## src/hdl/assert_macros.svh

```systemverilog
// Assertion helpers used by the RTL.
`ifndef ASSERT_MACROS_SVH
`define ASSERT_MACROS_SVH

// Same-cycle implication, checked on every rising edge outside reset.
`define CHECK_IMPLY(label, clk, rstn, ante, cons) \
    label: assert property (@(posedge clk) disable iff (!rstn) (ante) |-> (cons)) \
        else $error("implication check failed");

// Next-cycle implication, checked on every rising edge outside reset.
`define CHECK_NEXT(label, clk, rstn, ante, cons) \
    label: assert property (@(posedge clk) disable iff (!rstn) (ante) |=> (cons)) \
        else $error("next-cycle check failed");

`endif

```

## src/hdl/cesu_pkg.sv

```systemverilog
`default_nettype none

package cesu_pkg;

    // Queue between classifier and byte serializer
    localparam int QueueDepthDefault = 2;

    // Longest byte sequence for one character (surrogate pair, 3 bytes each)
    localparam int MaxBytes = 6;
    localparam int IdxW     = $clog2(MaxBytes);

    // Code point limits
    localparam logic [31:0] CpMax   = 32'h0010_FFFF;
    localparam logic [31:0] BmpMax  = 32'h0000_FFFF;
    localparam logic [20:0] SuppOfs = 21'h01_0000;

    // Surrogate prefixes (upper six bits of each half)
    localparam logic [5:0] SurHiPfx = 6'b110110;  // 0xD800
    localparam logic [5:0] SurLoPfx = 6'b110111;  // 0xDC00

    // UTF-8 style range limits and lead bytes
    localparam logic [15:0] Lim1Byte = 16'h0080;
    localparam logic [15:0] Lim2Byte = 16'h0800;
    localparam logic [7:0]  Lead2    = 8'hC0;
    localparam logic [7:0]  Lead3    = 8'hE0;
    localparam logic [7:0]  ContPfx  = 8'h80;

    typedef enum logic {
        MODE_CESU8   = 1'b0,
        MODE_UTF16BE = 1'b1
    } enc_mode_t;

    // One classified character: its bytes, index of the final byte, flags
    typedef struct packed {
        logic [MaxBytes-1:0][7:0] bytes;
        logic [IdxW-1:0]          last_idx;
        logic                     last_char;
        logic                     err;
    } cesu_desc_t;

endpackage

`default_nettype wire

```

## src/hdl/cesu_front.sv

```systemverilog
`default_nettype none

module cesu_front
    import cesu_pkg::*;
(
    input  wire logic        aclk,
    input  wire logic        aresetn,
    // config write channel
    input  wire logic        cfg_valid,
    output logic             cfg_ready,
    input  wire logic        cfg_data,
    // input beats
    input  wire logic        s_tvalid,
    output logic             s_tready,
    input  wire logic [31:0] s_tdata,   // [31:0] code_point
    input  wire logic        s_tlast,   // last_char
    // queue write side
    output logic             push_valid,
    input  wire logic        push_ready,
    output cesu_desc_t       push_desc
);

    enc_mode_t mode_reg, mode_next;

    logic        is_err;
    logic        is_supp;
    logic [20:0] sub_val;
    logic [19:0] ofs_val;
    logic [15:0] sur_hi;
    logic [15:0] sur_lo;
    logic [15:0] unit;

    // Mode register, always ready for a write
    assign cfg_ready = 1'b1;

    always_comb begin
        mode_next = mode_reg;
        if (cfg_valid) begin
            mode_next = enc_mode_t'(cfg_data);
        end
    end

    always_ff @(posedge aclk) begin
        if (!aresetn) begin
            mode_reg <= MODE_CESU8;
        end else begin
            mode_reg <= mode_next;
        end
    end

    // Handshake straight through to the queue
    assign s_tready   = push_ready;
    assign push_valid = s_tvalid;

    // Range checks and surrogate split
    assign is_err  = s_tdata > CpMax;
    assign is_supp = s_tdata > BmpMax;
    assign sub_val = s_tdata[20:0] - SuppOfs;
    assign ofs_val = sub_val[19:0];
    assign sur_hi  = {SurHiPfx, ofs_val[19:10]};
    assign sur_lo  = {SurLoPfx, ofs_val[9:0]};
    assign unit    = s_tdata[15:0];

    // Classify and lay out the byte sequence
    always_comb begin
        push_desc           = '0;
        push_desc.last_char = s_tlast;
        if (is_err) begin
            push_desc.err      = 1'b1;
            push_desc.last_idx = IdxW'(0);
        end else if (is_supp) begin
            if (mode_reg == MODE_UTF16BE) begin
                push_desc.bytes[0] = sur_hi[15:8];
                push_desc.bytes[1] = sur_hi[7:0];
                push_desc.bytes[2] = sur_lo[15:8];
                push_desc.bytes[3] = sur_lo[7:0];
                push_desc.last_idx = IdxW'(3);
            end else begin
                push_desc.bytes[0] = Lead3   | {4'h0, sur_hi[15:12]};
                push_desc.bytes[1] = ContPfx | {2'b00, sur_hi[11:6]};
                push_desc.bytes[2] = ContPfx | {2'b00, sur_hi[5:0]};
                push_desc.bytes[3] = Lead3   | {4'h0, sur_lo[15:12]};
                push_desc.bytes[4] = ContPfx | {2'b00, sur_lo[11:6]};
                push_desc.bytes[5] = ContPfx | {2'b00, sur_lo[5:0]};
                push_desc.last_idx = IdxW'(5);
            end
        end else if (mode_reg == MODE_UTF16BE) begin
            push_desc.bytes[0] = unit[15:8];
            push_desc.bytes[1] = unit[7:0];
            push_desc.last_idx = IdxW'(1);
        end else if (unit < Lim1Byte) begin
            push_desc.bytes[0] = unit[7:0];
            push_desc.last_idx = IdxW'(0);
        end else if (unit < Lim2Byte) begin
            push_desc.bytes[0] = Lead2   | {3'b000, unit[10:6]};
            push_desc.bytes[1] = ContPfx | {2'b00, unit[5:0]};
            push_desc.last_idx = IdxW'(1);
        end else begin
            push_desc.bytes[0] = Lead3   | {4'h0, unit[15:12]};
            push_desc.bytes[1] = ContPfx | {2'b00, unit[11:6]};
            push_desc.bytes[2] = ContPfx | {2'b00, unit[5:0]};
            push_desc.last_idx = IdxW'(2);
        end
    end

endmodule

`default_nettype wire

```

## src/hdl/cesu_queue.sv

```systemverilog
`default_nettype none

module cesu_queue
    import cesu_pkg::*;
#(
    parameter int DEPTH = QueueDepthDefault
) (
    input  wire logic       aclk,
    input  wire logic       aresetn,
    input  wire logic       push_valid,
    output logic            push_ready,
    input  wire cesu_desc_t push_desc,
    output logic            pop_valid,
    input  wire logic       pop_ready,
    output cesu_desc_t      pop_desc
);

    localparam int PtrW = (DEPTH > 1) ? $clog2(DEPTH) : 1;
    localparam int CntW = $clog2(DEPTH + 1);

    cesu_desc_t            entries_reg [DEPTH];
    logic [PtrW-1:0]       wr_ptr_reg, wr_ptr_next;
    logic [PtrW-1:0]       rd_ptr_reg, rd_ptr_next;
    logic [CntW-1:0]       count_reg, count_next;
    logic                  do_push;
    logic                  do_pop;

    assign push_ready = count_reg != CntW'(DEPTH);
    assign pop_valid  = count_reg != '0;
    assign pop_desc   = entries_reg[rd_ptr_reg];
    assign do_push    = push_valid && push_ready;
    assign do_pop     = pop_valid && pop_ready;

    // Pointer and fill count update
    always_comb begin
        wr_ptr_next = wr_ptr_reg;
        rd_ptr_next = rd_ptr_reg;
        count_next  = count_reg;
        if (do_push) begin
            wr_ptr_next = (wr_ptr_reg == PtrW'(DEPTH - 1)) ? '0 : wr_ptr_reg + 1'b1;
        end
        if (do_pop) begin
            rd_ptr_next = (rd_ptr_reg == PtrW'(DEPTH - 1)) ? '0 : rd_ptr_reg + 1'b1;
        end
        if (do_push && !do_pop) begin
            count_next = count_reg + 1'b1;
        end else if (do_pop && !do_push) begin
            count_next = count_reg - 1'b1;
        end
    end

    always_ff @(posedge aclk) begin
        if (!aresetn) begin
            wr_ptr_reg <= '0;
            rd_ptr_reg <= '0;
            count_reg  <= '0;
        end else begin
            wr_ptr_reg <= wr_ptr_next;
            rd_ptr_reg <= rd_ptr_next;
            count_reg  <= count_next;
        end
    end

    // Entry storage
    always_ff @(posedge aclk) begin
        if (do_push) begin
            entries_reg[wr_ptr_reg] <= push_desc;
        end
    end

endmodule

`default_nettype wire

```

## src/hdl/cesu_back.sv

```systemverilog
`default_nettype none
`include "assert_macros.svh"

module cesu_back
    import cesu_pkg::*;
(
    input  wire logic       aclk,
    input  wire logic       aresetn,
    // queue read side
    input  wire logic       pop_valid,
    output logic            pop_ready,
    input  wire cesu_desc_t pop_desc,
    // output beats
    output logic            m_tvalid,
    input  wire logic       m_tready,
    output logic [7:0]      m_tdata,   // [7:0] out_byte
    output logic            m_tlast,   // string_last
    output logic [1:0]      m_tuser    // [0] char_last, [1] error
);

    logic            cur_valid_reg, cur_valid_next;
    cesu_desc_t      cur_reg, cur_next;
    logic [IdxW-1:0] idx_reg, idx_next;

    logic            out_valid_reg, out_valid_next;
    logic [7:0]      out_byte_reg, out_byte_next;
    logic            out_clast_reg, out_clast_next;
    logic            out_slast_reg, out_slast_next;
    logic            out_err_reg, out_err_next;

    logic            advance;
    logic            emit;
    logic            at_end;
    logic            load;

    assign advance   = !out_valid_reg || m_tready;
    assign emit      = advance && cur_valid_reg;
    assign at_end    = idx_reg == cur_reg.last_idx;
    assign load      = !cur_valid_reg || (emit && at_end);
    assign pop_ready = load;

    // Serializer: one byte of the current character per beat
    always_comb begin
        cur_valid_next = cur_valid_reg;
        cur_next       = cur_reg;
        idx_next       = idx_reg;
        out_valid_next = out_valid_reg;
        out_byte_next  = out_byte_reg;
        out_clast_next = out_clast_reg;
        out_slast_next = out_slast_reg;
        out_err_next   = out_err_reg;

        if (emit) begin
            out_valid_next = 1'b1;
            out_byte_next  = cur_reg.bytes[idx_reg];
            out_clast_next = at_end;
            out_slast_next = at_end && cur_reg.last_char;
            out_err_next   = cur_reg.err;
            idx_next       = idx_reg + 1'b1;
        end else if (m_tready) begin
            out_valid_next = 1'b0;
        end

        if (load) begin
            cur_valid_next = pop_valid;
            cur_next       = pop_desc;
            idx_next       = '0;
        end
    end

    always_ff @(posedge aclk) begin
        if (!aresetn) begin
            cur_valid_reg <= 1'b0;
            out_valid_reg <= 1'b0;
            idx_reg       <= '0;
        end else begin
            cur_valid_reg <= cur_valid_next;
            out_valid_reg <= out_valid_next;
            idx_reg       <= idx_next;
        end
    end

    always_ff @(posedge aclk) begin
        cur_reg       <= cur_next;
        out_byte_reg  <= out_byte_next;
        out_clast_reg <= out_clast_next;
        out_slast_reg <= out_slast_next;
        out_err_reg   <= out_err_next;
    end

    assign m_tvalid   = out_valid_reg;
    assign m_tdata    = out_byte_reg;
    assign m_tlast    = out_slast_reg;
    assign m_tuser[0] = out_clast_reg;
    assign m_tuser[1] = out_err_reg;

    // Checks
    `CHECK_IMPLY(a_slast_on_clast, aclk, aresetn, m_tvalid && m_tlast, m_tuser[0])
    `CHECK_IMPLY(a_err_single_zero, aclk, aresetn, m_tvalid && m_tuser[1],
                 m_tuser[0] && (m_tdata == 8'h00))
    `CHECK_IMPLY(a_idx_in_range, aclk, aresetn, cur_valid_reg, idx_reg <= cur_reg.last_idx)
    `CHECK_NEXT(a_char_held, aclk, aresetn, cur_valid_reg && !(emit && at_end),
                cur_valid_reg)

endmodule

`default_nettype wire

```

## src/hdl/char_encoder_cesu8_utf16be_top.sv

```systemverilog
// Code point to byte stream encoder, CESU-8 or UTF-16BE.
// Input channel (s_): one beat per character, s_tdata = 32-bit code point,
//   s_tlast = final character of the string.
// Output channel (m_): one beat per encoded byte, m_tdata = byte,
//   m_tuser[0] = final byte of the character, m_tuser[1] = code point above
//   0x10FFFF (single zero byte), m_tlast = final byte of the final character.
// Config channel (cfg_): 1-bit mode, 0 = CESU-8, 1 = UTF-16BE; always ready.
//   Write only while no characters are in flight.
// Path: a character goes into the queue, then into the serializer's
//   current-character register, and its bytes leave by the output register.
// Throughput: one output byte per cycle while m_tready is high; a character
//   is 1 to 6 bytes (6 for a supplementary character in CESU-8 mode, 4 in
//   UTF-16BE mode); the serializer's one-byte output register sets this.
// The classifier and serializer are parted by a QUEUE_DEPTH entry queue, so
//   new characters are taken while earlier ones are still being sent.
// Reset (aresetn low, synchronous) empties the queue and output register and
//   selects CESU-8 mode. A stall on m_tready holds the output beat; input is
//   taken until the queue fills.
`default_nettype none

module char_encoder_cesu8_utf16be_top
    import cesu_pkg::*;
#(
    parameter int QUEUE_DEPTH = QueueDepthDefault
) (
    input  wire logic        aclk,
    input  wire logic        aresetn,
    input  wire logic        cfg_valid,
    output logic             cfg_ready,
    input  wire logic        cfg_data,   // encoding_mode
    input  wire logic        s_tvalid,
    output logic             s_tready,
    input  wire logic [31:0] s_tdata,    // [31:0] code_point
    input  wire logic        s_tlast,    // last_char
    output logic             m_tvalid,
    input  wire logic        m_tready,
    output logic [7:0]       m_tdata,    // [7:0] out_byte
    output logic             m_tlast,    // string_last
    output logic [1:0]       m_tuser     // [0] char_last, [1] error
);

    logic       push_valid;
    logic       push_ready;
    cesu_desc_t push_desc;
    logic       pop_valid;
    logic       pop_ready;
    cesu_desc_t pop_desc;

    cesu_front u_front (
        .aclk       (aclk),
        .aresetn    (aresetn),
        .cfg_valid  (cfg_valid),
        .cfg_ready  (cfg_ready),
        .cfg_data   (cfg_data),
        .s_tvalid   (s_tvalid),
        .s_tready   (s_tready),
        .s_tdata    (s_tdata),
        .s_tlast    (s_tlast),
        .push_valid (push_valid),
        .push_ready (push_ready),
        .push_desc  (push_desc)
    );

    cesu_queue #(
        .DEPTH (QUEUE_DEPTH)
    ) u_queue (
        .aclk       (aclk),
        .aresetn    (aresetn),
        .push_valid (push_valid),
        .push_ready (push_ready),
        .push_desc  (push_desc),
        .pop_valid  (pop_valid),
        .pop_ready  (pop_ready),
        .pop_desc   (pop_desc)
    );

    cesu_back u_back (
        .aclk      (aclk),
        .aresetn   (aresetn),
        .pop_valid (pop_valid),
        .pop_ready (pop_ready),
        .pop_desc  (pop_desc),
        .m_tvalid  (m_tvalid),
        .m_tready  (m_tready),
        .m_tdata   (m_tdata),
        .m_tlast   (m_tlast),
        .m_tuser   (m_tuser)
    );

endmodule

`default_nettype wire

```

## config.mk

```make
export PLATFORM = sky130hd
export DESIGN_NAME = char_encoder_cesu8_utf16be_top
export DESIGN_NICKNAME = d
export VERILOG_FILES = /design/src/hdl/cesu_pkg.sv /design/src/hdl/cesu_front.sv /design/src/hdl/cesu_queue.sv /design/src/hdl/cesu_back.sv /design/src/hdl/char_encoder_cesu8_utf16be_top.sv
export VERILOG_INCLUDE_DIRS = /design/src /design/src/hdl
export SDC_FILE = /design/constraint.sdc
export NUM_CORES = 1
export LEC_CHECK = 0
export ABC_AREA = 0
export BUFFER_PORTS_ARGS = -buffer_cell sky130_fd_sc_hd__clkbuf_2
export CAP_MARGIN = 20
export CORE_ASPECT_RATIO = 1.5
export CORE_MARGIN = 2
export CORE_UTILIZATION = 60
export DETAILED_ROUTE_END_ITERATION = 8
export PLACE_DENSITY = 0.82
export SLEW_MARGIN = 10
export SYNTH_ARGS = -nofsm -noshare
export SYNTH_HDL_FRONTEND = slang
export SYNTH_SLANG_ARGS = --single-unit
```

## constraint.sdc

```tcl
create_clock -name aclk -period 3.4 [get_ports aclk]
set_input_delay 0 -clock aclk [delete_from_list [all_inputs] [get_ports aclk]]
set_output_delay 0 -clock aclk [all_outputs]
set_load 0.02 [all_outputs]
```

## After elaboration in Yosys (flattened, before gate mapping)

Memory sizes are Yosys's and may differ from the RTL's. A register that Yosys moved wholly into a read port is not among the register bits.
Index checks and enable logic that the tools add are counted.

- Input port bits: 39
- Memories kept: 1
- Bits in writable memories: 106
- Word-level logic and storage cells: 66
- Bits in registers: 21
- Output and inout bits: 14

Memory list:

| name | depth | width | rd ports | clocked after memory_dff | write ports | RTL line | RTL |
|---|---|---|---|---|---|---|---|
| u_queue.entries_reg | 2 | 53 | 1 | 1 | 1 | cesu_queue.sv:21 | `cesu_desc_t entries_reg [DEPTH];` |

- Add/sub/neg operators: 6
- Bitwise logic cells: 1
- Magnitude comparators: 5
- Mux-type cells: 23
- Reductions and logical operators: 17
- Eq/ne operators: 2

Operator list:

| kind | number |
|---|---|
| 2-to-1 mux 48 bit | 1 |
| 2-to-1 mux 35 bit | 1 |
| > comparator 32 x 16 -> 1 bit (second input constant) | 1 |
| > comparator 32 x 21 -> 1 bit (second input constant) | 1 |
| 2-to-1 mux 16 bit | 2 |
| 2-to-1 mux 27 bit | 1 |
| binary-select mux 8 bit (select 3 bit) | 1 |
| 2-to-1 mux 24 bit | 1 |
| 2-to-1 mux 8 bit | 3 |
| subtractor 20 x 17 -> 20 bit (second input constant) | 1 |
| 2-to-1 mux 19 bit | 1 |
| 2-to-1 mux 17 bit | 1 |
| less-than comparator 16 x 12 -> 1 bit (second input constant) | 1 |
| less-than comparator 16 x 8 -> 1 bit (second input constant) | 1 |
| 2-to-1 mux 11 bit | 1 |
| logical AND 1 bit | 7 |
| 2-to-1 mux 1 bit | 7 |
| nonzero test 2 bit | 3 |
| logical NOT 1 bit | 4 |
| less-than comparator 3 x 4 -> 1 bit (second input constant) | 1 |
| 2-to-1 mux 2 bit | 2 |
| adder 3 x 1 -> 3 bit (second input constant) | 1 |
| == test 3 bit | 1 |
| 2-to-1 mux 3 bit | 1 |
| 7 further kinds | 9 |

## Longest topological paths before layout

- Word-level depth: 9
- Gate-level depth with buffers: 9
- Depth with buffers taken out: 8

## Cells and area by module

From an unflattened synthesis, not the netlist that was laid out.

- Cells, all modules: 502
- Area, all modules: 7843.8 sq um

Modules (own cells, without submodules):

| module | cells each | sequential area each (sq um) | area an instance (sq um) | instances |
|---|---|---|---|---|
| cesu_queue | 189 | 3283.1 | 4065.1 | 1 |
| cesu_back | 137 | 2021.9 | 2638.8 | 1 |
| cesu_front | 176 | 20.0 | 1139.8 | 1 |

## Worst setup path before layout

Ideal clock, no wire load.

- Path kind: reg2reg
- Start point: register u_queue.count_reg[0]
- End point: memory u_queue.entries_reg[0][0] (netlist bit), enable pin
- Buffers on the path: 0
- Clock period less this slack: 3233 ps
- Library setup time: 452 ps
- Arrival: 2781 ps
- Path slack: 167 ps
- Cell stages (with the launch flop): 4
- Required time: 2948 ps
- Path through: dfxtp_1 nand2b_1 nand2_1 nor2_1

- Longest elaborated chain between the ends: 4

Ends and longest elaborated chain:

| element | RTL line | RTL |
|---|---|---|
| start: declaration | cesu_queue.sv:24 | `logic [CntW-1:0] count_reg, count_next;` |
| start signal: assignment | cesu_queue.sv:60 | `count_reg <= count_next;` |
| inequality test 2 bit | cesu_queue.sv:28 | `assign push_ready = count_reg != CntW'(DEPTH);` |
| via s_tready | char_encoder_cesu8_utf16be_top.sv:32 | `output logic s_tready,` |
| logical AND 1 bit | cesu_queue.sv:31 | `assign do_push = push_valid && push_ready;` |
| 2-to-1 mux 1 bit | cesu_queue.sv:66 | `if (do_push) begin` |
| 2-to-1 mux 1 bit (not written as such) | cesu_queue.sv:67 | `entries_reg[wr_ptr_reg] <= push_desc;` |
| end: declaration | cesu_queue.sv:21 |  |

The timed path passes the listed nets, and every way through them passes these cells.

## Worst setup path in the final report

- Start point: register u_back.idx_reg[1]
- End point: register u_queue.count_reg[1]

- Longest elaborated chain between the ends: 7
- Elaborated cells on any way between the ends: 9
- Classes of those cells: 1 x eq/ne; 1 x mux; 7 x reduce/logical

Ends and longest elaborated chain:

| element | RTL line | RTL |
|---|---|---|
| start: declaration | cesu_back.sv:23 | `logic [IdxW-1:0] idx_reg, idx_next;` |
| start signal: assignment | cesu_back.sv:79 | `idx_reg <= idx_next;` |
| == test 3 bit * | cesu_back.sv:38 | `assign at_end = idx_reg == cur_reg.last_idx;` |
| logical AND 1 bit * | cesu_back.sv:39 | `assign load = !cur_valid_reg \|\| (emit && at_end);` |
| logical OR 1 bit * | cesu_back.sv:39 |  |
| via pop_ready | char_encoder_cesu8_utf16be_top.sv:46 | `logic pop_ready;` |
| logical AND 1 bit * | cesu_queue.sv:32 | `assign do_pop = pop_valid && pop_ready;` |
| logical NOT 1 bit | cesu_queue.sv:45 | `if (do_push && !do_pop) begin` |
| logical AND 1 bit | cesu_queue.sv:45 |  |
| 2-to-1 mux 2 bit / nonzero test 2 bit (equally long branches) | n/a |  |

The timed path passes the listed nets; every way through them passes the cells marked *.
A chain may end at the register's enable or synchronous reset.

==> impl_metrics.py <==
metrics = {
    "status": {
        "outcome": "finished, final reports clean",
    },
    "detailed_routing": {
        "routed_wl_mm": 14.4,
        "vias": 4176,
        "ant_nets": 0,
        "drtIter0Drc": 298,
        "drc": 0,
        "avgViaCountPerCell": 6.15,
        "drt-pass1-iter-count": 6,
        "wl_per_cell_um": 21.2,
    },
    "place": {
        "port_buffers": 51,
        "gp_congestion": 0.895,
        "dp_hpwl_mm": 9.17,
        "placedCellCount": 634,
    },
    "worst_setup_path": {
        "worstPathArrival_ns": 2.89,
        "start_kind": "flop",
        "reg2reg_depth": 7,
        "cp-startpoint": "u_back.idx_reg[1]$_SDFFE_PP0P_",
        "worst_setup_path_end_kind": "flop",
        "timing.rr.end": "u_queue.count_reg[1]$_SDFFE_PN0P_",
        "reg2reg_slack_ns": 0.85,
        "cp_max_fo": 12,
        "cp.required_ns": 3.74,
        "cp-endpoint": "u_queue.count_reg[1]$_SDFFE_PN0P_",
        "r2r_start": "u_back.idx_reg[1]$_SDFFE_PP0P_",
        "worstSetupPathType": "reg2reg",
    },
    "job": {
        "max_cap_viol_count": 0,
    },
    "final_layout": {
        "multi_input_area_um2": 1980,
        "syn_to_final_growth_pct": 16.7,
        "fillers": 694,
        "final_nets": 558,
        "largest_reg_flops": 94,
        "instances_no_fill": 679,
        "drive_gt1_share_pct": 29.7,
        "n_antenna_cell": 0,
        "seqCellArea_um2": 4770,
    },
    "timing": {
        "hold_violations": 0,
        "period_needed_ns": 2.55,
        "rsz0062_at_grt": "no",
        "slew_headroom_pct": 34.4,
        "fin_tns_setup_ns": 0,
        "setup_viol": 0,
        "tightest_slew_ns": 0.985,
        "post-route-period-util_pct": 74.9,
        "slew_viol_final": 0,
        "clock_skew_ns": 0.0129,
        "max_freq_mhz": 392,
    },
    "clocking": {
        "cts_tree": "done",
        "clk_latency_ns": 0.42,
        "h-tree-depth": 4,
        "clk_pin_slew_ns": 0.06,
        "ctsHoldBuffers": 11,
        "clockRootBuffer": "clkbuf_16",
        "cts.sinks": 162,
        "cts_resized": 0,
        "cts_inserted_buffers": 17,
        "clk_path_buf_depth": 2,
        "post-cts-setup-buffers": 0,
    },
    "synth": {
        "synthXorXnorAreaFrac_pct": 1.39,
        "synth_mux_area_share_pct": 12.6,
        "synth-edff-count": 152,
        "synthCells": 448,
        "syn_area_per_cell_um2": 15.4,
        "synth_top_family_by_area": "multiplexers",
        "synth_area_leader_cell": "edfxtp_1",
        "synth_compound_area_share_pct": 6.50,
        "synth_flop_cell": "edfxtp_1",
        "synth.yosys.seq_area_share_pct": 68.9,
        "syn_area_um2": 6910,
        "ys_async_sr_fraction_pct": 0,
        "ys_ff_latch": 162,
        "synth.yosys.warnings": 0,
        "synthAdderAreaFrac_pct": 0.688,
        "synth.top_cell.area_share_pct": 66.0,
        "synthTopCellsByArea": "edfxtp_1, mux2_2, dfxtp_1",
        "synth-simple-area-share_pct": 7.31,
        "synth_nets": 490,
        "synth_cell_type_count": 51,
    },
    "floorplanning": {
        "die_area_um2": 12400,
        "fp.dieH_um": 135,
        "die_width_um": 91.6,
        "start_util_pct": 60.9,
        "pin_count": 53,
        "rows": 48,
        "core_um2": 11400,
    },
    "worst_hold_path": {
        "hp-start": "s_tdata[15]",
        "holdPathStages": 2,
        "hp-class": "in2reg",
    },
    "grt": {
        "grt_max_degree": 50,
        "first_global_vias": 4328,
        "grt_pass1_wl_mm": 22.6,
        "overflow": 0,
        "antenna_found_initial": 0,
        "grt_usage_pct": 24.4,
    },
    "pwr": {
        "p_per_area_nw_per_um2": 782,
        "total_leakage_power_nw": 2.92,
        "vdd_drop_max_mv": 0.539,
    },
}
-- synth_stat cells, drive strengths merged (2+ instances only) --
| cell type | count |
|---|---|
| nor3 | 16 |
| nor2 | 16 |
| or4 | 5 |
| and2 | 10 |
| or3 | 4 |
| xor2 | 5 |
| inv | 19 |
| a311o | 2 |
| nand2b | 3 |
| edfxtp | 152 |
| nor2b | 2 |
| a21boi | 4 |
| nand3 | 9 |
| a21oi | 22 |
| nor4b | 2 |
| nor4 | 5 |
| mux2 | 49 |
| o22ai | 9 |
| a221oi | 4 |
| ha | 3 |
| mux2i | 14 |
| clkbuf | 10 |
| nand2 | 10 |
| o21a | 3 |
| o21ai | 9 |
| buf | 12 |
| xnor2 | 6 |
| a211oi | 6 |
| dfxtp | 10 |
| mux4 | 8 |
| and3 | 5 |
-- cells by family (layout without fill, tap and decap cells) --
logic type / Yosys count / count (layout)
compound gates: 68 / 68
other cells: 1 / 1
buf+inv: 41 / 122
simple gates: 90 / 90
flops: 162 / 162
fa+ha+maj: 4 / 4
mux: 71 / 71
xor+xnor: 11 / 11
-- layout make-up --
class / count / area share [%]
clock inverters: 14 / 2.16
repair buffers: 71 / 5.68
multi-input cells: 245 / 24.6
flip-flops and latches: 162 / 59.1
inverters: 19 / 0.884
well taps: 150 / 2.33
clock buffers: 18 / 5.32
-- placed cells by master (no fill, tap or decap), types with 4 or more instances in the layout --
cell type	instances
mux4_2	8
a221oi_1	4
nor3_1	16
and3_1	4
o22ai_1	9
clkbuf_16	17
mux2i_1	14
a211oi_1	5
nor2_1	15
xnor2_1	6
nand3_1	9
or4_1	5
dlygate4sd3_1	11
or3_1	4
o21ai_0	9
inv_6	6
dfxtp_1	9
a21oi_1	22
and2_1	10
buf_4	7
nand2_1	10
xor2_1	5
inv_1	17
edfxtp_1	152
clkbuf_2	51
mux2_2	49
a21boi_0	4
-- worst max-delay path: stages (launching register included) --
cell and delay [ns]:
dfxtp_1 0.78, xnor2_1 0.19, a41oi_1 0.39, clkinv_1 0.15, o21ai_0 0.11, ha_1 0.29, or3_1 0.37, a21boi_0 0.19
-- routing by layer --
layer	GRT usage, %	wire [µm]	up-vias
li1	-	-	1884
met2	41.7	7620	186
met1	29.1	5450	2071
met3	5.01	815	35
met5	0	0	-
met4	12.7	484	0
-- per-stage QoR --
step	setup WS (ns)	util, %	cell area [µm²]	hold WS, ns	total power, W
CTS	0.853	70.7	8030	0.0353	0.00632
finish	0.852	71.1	8070	0.0728	0.00631
global placement	0.960	64.5	7320	0.190	0.00428
detailed placement	0.854	64.5	7320	0.202	0.00436
floorplan	0.167	-	6910	0.0989	0.00397
global route	0.718	71.1	8070	0.0408	0.00656
-- power breakdown --
part	switching, W	leakage, nW	internal (W)
registers	0.000207	1.58	0.00289
logic	0.000713	1.05	0.000559
clock network	0.000775	0.296	0.00117
-- how the worst min path moves through the flow --
| stage | to | slack [ns] |
|---|---|---|
| after floorplan | u_queue.entries_reg[0][1]$_DFFE_PP_ | 0.1 |
| after global placement | u_queue.entries_reg[1][1]$_DFFE_PP_ | 0.19 |
| after detailed placement | u_queue.entries_reg[1][1]$_DFFE_PP_ | 0.20 |
| after CTS | u_queue.entries_reg[1][26]$_DFFE_PP_ | 0.04 |
| after global routing | u_queue.entries_reg[1][26]$_DFFE_PP_ | 0.04 |
| final | u_queue.entries_reg[1][26]$_DFFE_PP_ | 0.07 |
(Power assumes the default switching activity.)
